**config.mk**
```make
export PLATFORM = sky130hd
export DESIGN_NAME = chained_byte_mix_block_cipher_core
export DESIGN_NICKNAME = d
export VERILOG_FILES = /design/src/design/cbm_pkg.sv /design/src/design/cbm_mix.sv /design/src/design/chained_byte_mix_block_cipher_core.sv
export VERILOG_INCLUDE_DIRS = /design/src /design/src/design
export SDC_FILE = /design/constraint.sdc
export NUM_CORES = 1
export LEC_CHECK = 0
export BUFFER_PORTS_ARGS = -buffer_cell sky130_fd_sc_hd__buf_2
export CAP_MARGIN = 25
export CORE_UTILIZATION = 50
export DETAILED_ROUTE_END_ITERATION = 16
export PLACE_DENSITY = 0.78
export SLEW_MARGIN = 10
export SYNTH_ARGS = -nofsm -noshare
export SYNTH_HDL_FRONTEND = slang
export SYNTH_HIERARCHICAL = 1
export SYNTH_SLANG_ARGS = --single-unit
```
**constraint.sdc**
```tcl
create_clock -name i_clk -period 12.7 [get_ports i_clk]
set_input_delay 1.27 -clock i_clk [delete_from_list [all_inputs] [get_ports i_clk]]
set_output_delay 1.27 -clock i_clk [all_outputs]
set_load 0.01 [all_outputs]
```
**src/design/chained_byte_mix_block_cipher_core_defines.svh**
```systemverilog
// Assertion macros used by the cipher core RTL
`ifndef CHAINED_BYTE_MIX_BLOCK_CIPHER_CORE_DEFINES_SVH
`define CHAINED_BYTE_MIX_BLOCK_CIPHER_CORE_DEFINES_SVH

`ifndef SYNTHESIS
`define CBM_ASSERT(label, clk, rst_n, prop) \
    label: assert property (@(posedge clk) disable iff (!rst_n) prop) \
        else $error("assertion failed");
`define CBM_ASSERT_NEVER(label, clk, rst_n, cond) \
    `CBM_ASSERT(label, clk, rst_n, !(cond))
`else
`define CBM_ASSERT(label, clk, rst_n, prop)
`define CBM_ASSERT_NEVER(label, clk, rst_n, cond)
`endif

`endif

```
**src/design/cbm_pkg.sv**
```systemverilog
package cbm_pkg;

    localparam int BLOCK_W = 64;
    localparam int HALF_W  = BLOCK_W / 2;
    localparam int CFG_IDX_W = 2;

    localparam logic [7:0] MIX_MUL_A = 8'd63;
    localparam logic [7:0] MIX_MUL_C = 8'd17;
    localparam logic [7:0] MIX_ADD_G = 8'd51;

    localparam logic [CFG_IDX_W-1:0] REG_OUTER_KEY    = 2'd0;
    localparam logic [CFG_IDX_W-1:0] REG_MIDDLE_KEY   = 2'd1;
    localparam logic [CFG_IDX_W-1:0] REG_INNER_KEY    = 2'd2;
    localparam logic [CFG_IDX_W-1:0] REG_EXTRA_ROUNDS = 2'd3;

    typedef logic [BLOCK_W-1:0] t_block;

    function automatic t_block swap_halves(input t_block v);
        return {v[HALF_W-1:0], v[BLOCK_W-1:HALF_W]};
    endfunction

endpackage

```
**src/design/cbm_mix.sv**
```systemverilog
module cbm_mix (
    input  cbm_pkg::t_block i_blk,
    output cbm_pkg::t_block o_blk
);
    import cbm_pkg::*;

    logic [7:0] b0, b1, b2, b3;
    logic [7:0] a, b, c, d, e, f, g;

    always_comb begin
        b0 = i_blk[7:0];
        b1 = i_blk[15:8];
        b2 = i_blk[23:16];
        b3 = i_blk[31:24];
        a  = 8'(b0 * MIX_MUL_A);
        b  = 8'(a + b3);
        c  = 8'(b1 * MIX_MUL_C);
        d  = 8'(c + b2);
        e  = 8'(d + b);
        f  = 8'(e * b3);
        g  = 8'(f + b + MIX_ADD_G);
        o_blk = i_blk ^ {g, g ^ e, d, b ^ d, 32'd0};
    end

endmodule

```
**src/design/chained_byte_mix_block_cipher_core.sv**
```systemverilog
// A block passes S_MIX1 (with extra rounds), S_MIX2 and S_HOLD before o_valid.
// Blocks are taken only in S_IDLE, never while one is in flight; the single shared
// byte-mix unit is used once per mix round and the chain value closes the loop.
// A waiting result stalls the next block only at its final output step.
// Reset (synchronous, active low): keys 0, extra rounds on, chain value 0, no result.
`include "chained_byte_mix_block_cipher_core_defines.svh"

module chained_byte_mix_block_cipher_core (
    input  logic                       i_clk,
    input  logic                       i_rst_n,
    input  logic                       i_cfg_we,
    input  logic [cbm_pkg::CFG_IDX_W-1:0] i_cfg_index,
    input  cbm_pkg::t_block            i_cfg_data,
    input  logic                       i_valid,
    output logic                       o_ready,
    input  cbm_pkg::t_block            i_plain_block,
    input  logic                       i_first_block,
    input  logic                       i_last_block,
    output logic                       o_valid,
    input  logic                       i_ready,
    output cbm_pkg::t_block            o_cipher_block,
    output logic                       o_last_out
);
    import cbm_pkg::*;

    typedef enum logic [1:0] {S_IDLE, S_MIX1, S_MIX2, S_HOLD} t_state;

    t_state r_state;
    t_block r_outer_key, r_middle_key, r_inner_key;
    logic   r_extra_rounds;
    t_block r_chain;
    t_block r_blk;
    logic   r_last;
    logic   r_out_valid;
    t_block r_cipher;
    logic   r_last_out;

    t_block mix_out;
    t_block n_blk;
    logic   in_xfer;
    logic   out_free;

    cbm_mix u_mix (
        .i_blk (r_blk),
        .o_blk (mix_out)
    );

    assign o_ready        = (r_state == S_IDLE);
    assign o_valid        = r_out_valid;
    assign o_cipher_block = r_cipher;
    assign o_last_out     = r_last_out;
    assign in_xfer        = i_valid && o_ready;
    assign out_free       = !r_out_valid || i_ready;

    always_comb begin
        n_blk = i_plain_block ^ (i_first_block ? '0 : r_chain);
    end

    always_ff @(posedge i_clk) begin
        if (!i_rst_n) begin
            r_state        <= S_IDLE;
            r_outer_key    <= '0;
            r_middle_key   <= '0;
            r_inner_key    <= '0;
            r_extra_rounds <= 1'b1;
            r_chain        <= '0;
            r_out_valid    <= 1'b0;
        end else begin
            if (i_cfg_we) begin
                unique case (i_cfg_index)
                    REG_OUTER_KEY:    r_outer_key    <= i_cfg_data;
                    REG_MIDDLE_KEY:   r_middle_key   <= i_cfg_data;
                    REG_INNER_KEY:    r_inner_key    <= i_cfg_data;
                    REG_EXTRA_ROUNDS: r_extra_rounds <= i_cfg_data[0];
                    default: ;
                endcase
            end
            if (r_state == S_HOLD && out_free) begin
                r_out_valid <= 1'b1;
            end else if (r_out_valid && i_ready) begin
                r_out_valid <= 1'b0;
            end
            unique case (r_state)
                S_IDLE: begin
                    if (in_xfer) begin
                        r_last <= i_last_block;
                        if (r_extra_rounds) begin
                            r_blk   <= n_blk ^ r_inner_key;
                            r_state <= S_MIX1;
                        end else begin
                            r_blk   <= swap_halves(n_blk);
                            r_state <= S_MIX2;
                        end
                    end
                end
                S_MIX1: begin
                    r_blk   <= swap_halves(mix_out ^ r_middle_key);
                    r_state <= S_MIX2;
                end
                S_MIX2: begin
                    r_blk   <= mix_out ^ r_outer_key;
                    r_state <= S_HOLD;
                end
                S_HOLD: begin
                    if (out_free) begin
                        r_cipher    <= r_blk;
                        r_last_out  <= r_last;
                        r_chain     <= r_last ? '0 : r_blk;
                        r_state     <= S_IDLE;
                    end
                end
                default: r_state <= S_IDLE;
            endcase
        end
    end

    `CBM_ASSERT(a_extra_path, i_clk, i_rst_n, in_xfer && r_extra_rounds |=> r_state == S_MIX1)
    `CBM_ASSERT(a_short_path, i_clk, i_rst_n, in_xfer && !r_extra_rounds |=> r_state == S_MIX2)
    `CBM_ASSERT(a_mix2_hold, i_clk, i_rst_n, r_state == S_MIX2 |=> r_state == S_HOLD)
    `CBM_ASSERT(a_chain_update, i_clk, i_rst_n,
        r_state == S_HOLD && out_free |=> r_out_valid && r_chain == (r_last_out ? '0 : r_cipher))
    `CBM_ASSERT_NEVER(a_no_overwrite, i_clk, i_rst_n,
        r_state == S_HOLD && r_out_valid && !i_ready && $past(r_state) == S_IDLE)

endmodule
```
### After elaboration in Yosys (flattened, before gate mapping)

Index checks and enable logic that the tools add are counted.

| storage, ports and cells | value |
|---|---|
| flip-flop bits (word level) | 390 |
| bits in latches | 0 |
| bits in writable memories | 0 |
| memory bits (read-only) | 0 |
| input bits | 137 |
| output and inout port bits | 67 |
| logic and storage cells | 63 |
| memories kept | 0 |

| cells by class | value |
|---|---|
| $add $sub $neg | 5 |
| $mul | 3 |
| divide/modulo/power cells | 0 |
| magnitude comparators | 0 |
| eq/ne operators | 8 |
| shifts and indexed selects | 0 |
| muxes and demuxes | 11 |
| bitwise gates (word level) | 7 |
| reductions and logical operators | 18 |

Operators by type and width:

| cell | count |
|---|---|
| XOR 64 bit | 5 |
| two-way mux 64 bit | 4 |
| case mux 64 bit (3 select lines) | 1 |
| adder 8 bit | 4 |
| XOR 8 bit | 2 |
| AND reduction 2 bit | 6 |
| AND reduction 3 bit | 3 |
| adder 8 x 6 -> 8 bit, second input constant | 1 |
| == test 2 bit, second input constant | 4 |
| multiplier 8 x 5 -> 8 bit, second input constant | 1 |
| multiplier 8 x 6 -> 8 bit, second input constant | 1 |
| multiplier 8 x 8 -> 8 bit | 1 |
| case mux 2 bit (4 select lines) | 1 |
| two-way mux 2 bit | 3 |
| == test 2 x 1 -> 1 bit, second input constant | 2 |
| zero test 2 bit | 2 |
| logical AND 1 bit | 3 |
| nonzero test 3 bit | 1 |
| two-way mux 1 bit | 2 |
| inequality test 2 x 1 -> 1 bit, second input constant | 1 |
| inequality test 2 bit, second input constant | 1 |
| nonzero test 2 bit | 1 |
| zero test 1 bit | 1 |
| logical OR 1 bit | 1 |

### Longest topological paths before layout

| depth | value |
|---|---|
| word-level depth | 10 |
| depth in mapped cells | 35 |
| gate-level depth less buffers | 35 |

### By module

The synthesis kept the hierarchy.

Modules (own cells, without submodules):

| module | instances | cells an instance | area an instance (sq um) |
|---|---|---|---|
| chained_byte_mix_block_cipher_core | 1 | 1,631 | 19,012.0 |
| cbm_mix | 1 | 397 | 3,499.6 |

### Worst setup path after synthesis

No wires, ideal clock.

| timing | value |
|---|---|
| path type | reg-to-reg |
| start point | register r_blk[0] |
| end point | register r_blk[23] (data pin) |
| setup time | 0.272 ns |
| arrival time | 8.920 ns |
| required time | 12.428 ns |
| slack | 3.508 ns |
| stages on the path, launching flop included | 33 |
| buffers on the path | 0 |
| clock period less this slack | 9.192 ns |
| cell sequence | edfxtp_1 -> fa_1 -> inv_1 -> fa_1 -> fa_1 -> fa_1 -> inv_1 -> ha_1 -> xnor2_1 -> inv_1 -> ha_1 -> xnor2_2 -> nand2_1 -> fa_1 -> fa_1 -> fa_1 -> inv_1 -> fa_1 -> inv_1 -> fa_1 -> inv_1 -> ha_1 -> o21a_1 -> o31ai_1 -> a21oi_1 -> xnor3_1 -> xnor2_1 -> xnor2_1 -> xnor3_1 -> xnor2_1 -> xor2_1 -> a221oi_1 -> a221oi_2 |

| between the ends | value |
|---|---|
| longest elaborated chain between the ends | 10 |

RTL lines:

| what | line | text |
|---|---|---|
| start, declared | chained_byte_mix_block_cipher_core.sv:32 | `t_block r_blk;` |
| start signal, assigned | chained_byte_mix_block_cipher_core.sv:88 | `r_blk <= n_blk ^ r_inner_key;` |
| start signal, assigned | chained_byte_mix_block_cipher_core.sv:91 | `r_blk <= swap_halves(n_blk);` |
| start signal, assigned | chained_byte_mix_block_cipher_core.sv:97 | `r_blk <= swap_halves(mix_out ^ r_middle_key);` |
| multiplier 8 x 6 -> 8 bit * | cbm_mix.sv:15 | `a = 8'(b0 * MIX_MUL_A);` |
| adder 8 bit * | cbm_mix.sv:16 | `b = 8'(a + b3);` |
| adder 8 bit | cbm_mix.sv:19 | `e = 8'(d + b);` |
| multiplier 8 x 8 -> 8 bit | cbm_mix.sv:20 | `f = 8'(e * b3);` |
| adder 8 bit | cbm_mix.sv:21 | `g = 8'(f + b + MIX_ADD_G);` |
| adder 8 x 6 -> 8 bit | cbm_mix.sv:21 |  |
| XOR 8 bit * | cbm_mix.sv:22 | `o_blk = i_blk ^ {g, g ^ e, d, b ^ d, 32'd0};` |
| XOR 64 bit * | cbm_mix.sv:22 |  |
| named net mix_out[55] | chained_byte_mix_block_cipher_core.sv:38 | `t_block mix_out;` |
| XOR 64 bit * | chained_byte_mix_block_cipher_core.sv:97 |  |
| case mux 64 bit (3 select lines) * | chained_byte_mix_block_cipher_core.sv:83 | `unique case (r_state)` |

Mark *: on every way through the listed nets, which the timed path passes. The rest lies on a longest branch.
A chain may end at the register's enable or synchronous reset.

### Final worst setup path

| timing | value |
|---|---|
| start point | register r_blk[0] |
| end point | register r_blk[31] (data pin) |

| between the ends | value |
|---|---|
| longest elaborated chain between the ends | 9 |

RTL lines:

| what | line |
|---|---|
| multiplier 8 x 6 -> 8 bit * | cbm_mix.sv:15 |
| adder 8 bit * | cbm_mix.sv:16 |
| adder 8 bit | cbm_mix.sv:19 |
| multiplier 8 x 8 -> 8 bit | cbm_mix.sv:20 |
| adder 8 bit * | cbm_mix.sv:21 |
| adder 8 x 6 -> 8 bit * | cbm_mix.sv:21 |
| XOR 64 bit * | cbm_mix.sv:22 |
| named net mix_out[63] | chained_byte_mix_block_cipher_core.sv:38 |
| XOR 64 bit * | chained_byte_mix_block_cipher_core.sv:97 |
| case mux 64 bit (3 select lines) * | chained_byte_mix_block_cipher_core.sv:83 |

Marked as above.

==> results.txt <==
Status -> finished clean
Post-CTS Resized -> 0
Met2 wire len -> 29800 µm
Gr ovfl total -> 0
Post-Syn Area per Cell -> 11.1 µm²
Crit path depth -> 32
Post-Synth XOR/XNOR Area -> 17.6%
# nets final -> 2387
Startpoint Class -> flip-flop
Clock Skew -> 0.0204 ns
Largest family of logic cells by synthesized area -> XOR/XNOR gates
Max Freq -> 0.0990 GHz
GRT Overall Usage -> 26.5%
Clk_lat worst skew -> 0.58 ns
Setup bufs post-CTS -> 0
Io pins -> 204
Post-synthesis compound-gate area fraction -> 15.9%
Synthesized area -> 22500 µm²
CP Capture Type -> flip-flop
Starting Density -> 50.8%
RSZ-0062 raised after global routing -> no
Iter 0 DRT Violations -> 1185
Clk buf depth -> 3
Global-route wire length before repair -> 93900 µm
WL final -> 61100 µm
Post-route setup TNS -> 0 ns
Via/cell ratio -> 5.71
WHS Path Cells -> 2
CTS buffer count -> 43
Post-route DRC -> 0
Most used cell, CP -> fa_1
Critical Path Fanout Max -> 10
Library cells used by synthesis -> 61
Wire length per cell -> 22.0 µm
Crit-path slowest cell -> fa_1
Slew of the pin with the lowest slew margin -> 1.08 ns
CTS Root Buffer Type -> clkbuf_16
Layout cells sized above 1 -> 25.3%
Commonest non-fill, non-tap cell in the layout -> nand2_1
DRT met1 WL -> 24800 µm
Most frequent cells in the layout -> nand2_1, dfxtp_1, buf_2
Port bufs -> 203
Routability cong. -> 0.891
Top FF cell, synth -> dfxtp_1
CTS sink count -> 390
Total number of vias -> 15858
Synth Warn # -> 6
Slew margin rel. -> 27.8%
Max incr delay on CP -> 0.64 ns
Clock transition at path regs -> 0.06 ns
Final HPWL DP -> 39800 µm
Die width -> 214 µm
Final hold vios -> 0
Cell Rows -> 77
Bufs and invs on worst path -> 6
Area delta synth->final -> 10.8%
Maxcap violations -> 0
Final Slew Violations -> 0
Minimum clock period -> 10.11 ns
CTS tree -> built
Seq/Total Area, Yosys -> 40.5%
Hold Crit Class -> flip-flop to flip-flop
Initial antenna violation count -> 7
#FFs+latches synth -> 390
Multiplexer share of the synthesized area -> 0.133%
CP delay by family, top -> adder cells
Full die area -> 45900 µm²
Cts hold-fix bufs -> 0
Drt first pass iters -> 5
Async S/R FF share, synth -> 0%
WP data arrival -> 10.39 ns
Fin crit share -> 79.6%
Core area -> 44300 µm²
Post-synth EDFFs -> 130
Post-Synth Adder-Cell Area -> 7.01%
Antenna viol nets, final -> 0
Final Setup Violations -> 0
Syn_nets -> 2269
H-tree depth -> 2
Largest net degree at the start of global routing -> 83
Routed wl met3 -> 4330 µm
Number of global-route vias before repair -> 16259
CP required -> 12.99 ns
Gate Count Post-Synth -> 2028
Setup CP Type -> flip-flop to flip-flop
Post-Synth Simple-Gate Area -> 12.9%
R2R cell count -> 32
Die H -> 214 µm
Max layer used -> met5
-- worst min-delay path, cell delays in order, from the launching register on --
cell	delay, ns
dfxtp_1	0.31
nand2_1	0.05
a21oi_1	0.05
-- sequential cells by signal (all words and copies together) (netlist names) --
| name | cells |
|---|---|
| o_cipher_block | 64 |
| o_last_out | 1 |
| o_valid | 1 |
| r_blk | 64 |
| r_chain | 64 |
| r_extra_rounds | 1 |
| r_inner_key | 64 |
| r_last | 1 |
| r_middle_key | 64 |
| r_outer_key | 64 |
| r_state | 2 |
-- kinds of logic after synthesis --
group / Yosys count
compound gates: 433
xor+xnor: 342
fa+ha+maj: 104
buf+inv: 227
flops: 390
mux: 3
simple gates: 529
-- metrics by stage --
stage / instances / setup slack (ns) / instance area [µm²] / utilization, % / hold slack [ns]
finish: 2777 / 2.59 / 24900 / 56.3 / 0.457
CTS: 2771 / 2.57 / 24900 / 56.2 / 0.458
global placement: 2691 / 2.87 / 23400 / 52.9 / 0.441
detailed placement: 2691 / 2.59 / 23400 / 52.9 / 0.450
global route: 2775 / 2.06 / 24900 / 56.3 / 0.472
floorplan: 2028 / 3.51 / 22500 / - / 0.437
-- synthesized netlist by cell type (4+ instances only) --
| cell type | count | area, µm² |
|---|---|---|
| a21oi_1 | 148 | 741 |
| nor2b_4 | 60 | 826 |
| nor2_1 | 6 | 22.5 |
| nand2_1 | 347 | 1300 |
| a21o_1 | 7 | 52.6 |
| xor2_1 | 156 | 1370 |
| and2_1 | 17 | 106 |
| buf_12 | 12 | 240 |
| buf_6 | 8 | 90.1 |
| nor2b_1 | 8 | 50.1 |
| ha_1 | 67 | 838 |
| nand3_1 | 5 | 25.0 |
| a21oi_2 | 62 | 543 |
| and3_1 | 4 | 25.0 |
| a221oi_1 | 66 | 578 |
| buf_1 | 5 | 18.8 |
| o21ai_0 | 5 | 25.0 |
| fa_1 | 37 | 741 |
| dfxtp_1 | 260 | 5200 |
| xnor2_1 | 114 | 998 |
| buf_2 | 49 | 245 |
| nand2_2 | 59 | 369 |
| buf_4 | 45 | 338 |
| nand3b_1 | 5 | 37.5 |
| inv_1 | 74 | 278 |
| a22o_1 | 64 | 561 |
| edfxtp_1 | 130 | 3900 |
| clkbuf_1 | 32 | 120 |
| a221oi_2 | 62 | 931 |
| nand2b_1 | 6 | 37.5 |
| xnor3_1 | 67 | 1510 |
-- routing by layer --
metal | vias up | track usage, %
met5 | - | 0
met3 | 121 | 4.41
met2 | 628 | 45.5
met4 | 6 | 10.7
met1 | 7856 | 33.2
li1 | 7247 | -
-- path summary, 6_finish.rpt --
kind                                                    from                      endpoint  slack (ns)
worst max register to register            r_blk[0]$_DFFE_PP_           r_blk[31]$_DFFE_PP_        2.59
worst min-delay path            r_inner_key[32]$_SDFFE_PN0P_  r_inner_key[32]$_SDFFE_PN0P_        0.46
worst min register to register  r_inner_key[32]$_SDFFE_PN0P_  r_inner_key[32]$_SDFFE_PN0P_        0.46
worst max-delay path                      r_blk[0]$_DFFE_PP_           r_blk[31]$_DFFE_PP_        2.59
-- area by class of cell --
| type | instances | area [µm²] |
|---|---|---|
| Tap cell | 592 | 741 |
| Timing Repair Buffer | 224 | 1210 |
| Clock inverter | 13 | 133 |
| Fill cell | 3722 | 19400 |
| Inverter | 76 | 290 |
| Multi-Input combinational cell | 1411 | 12100 |
| Clock buffer | 67 | 1310 |
| Sequential cell | 390 | 9110 |
| Antenna cell | 4 | 10.0 |
Power is left out: the tool's default activity adds up to more than one toggle a clock period on the data nets, which glitch-free logic cannot reach.
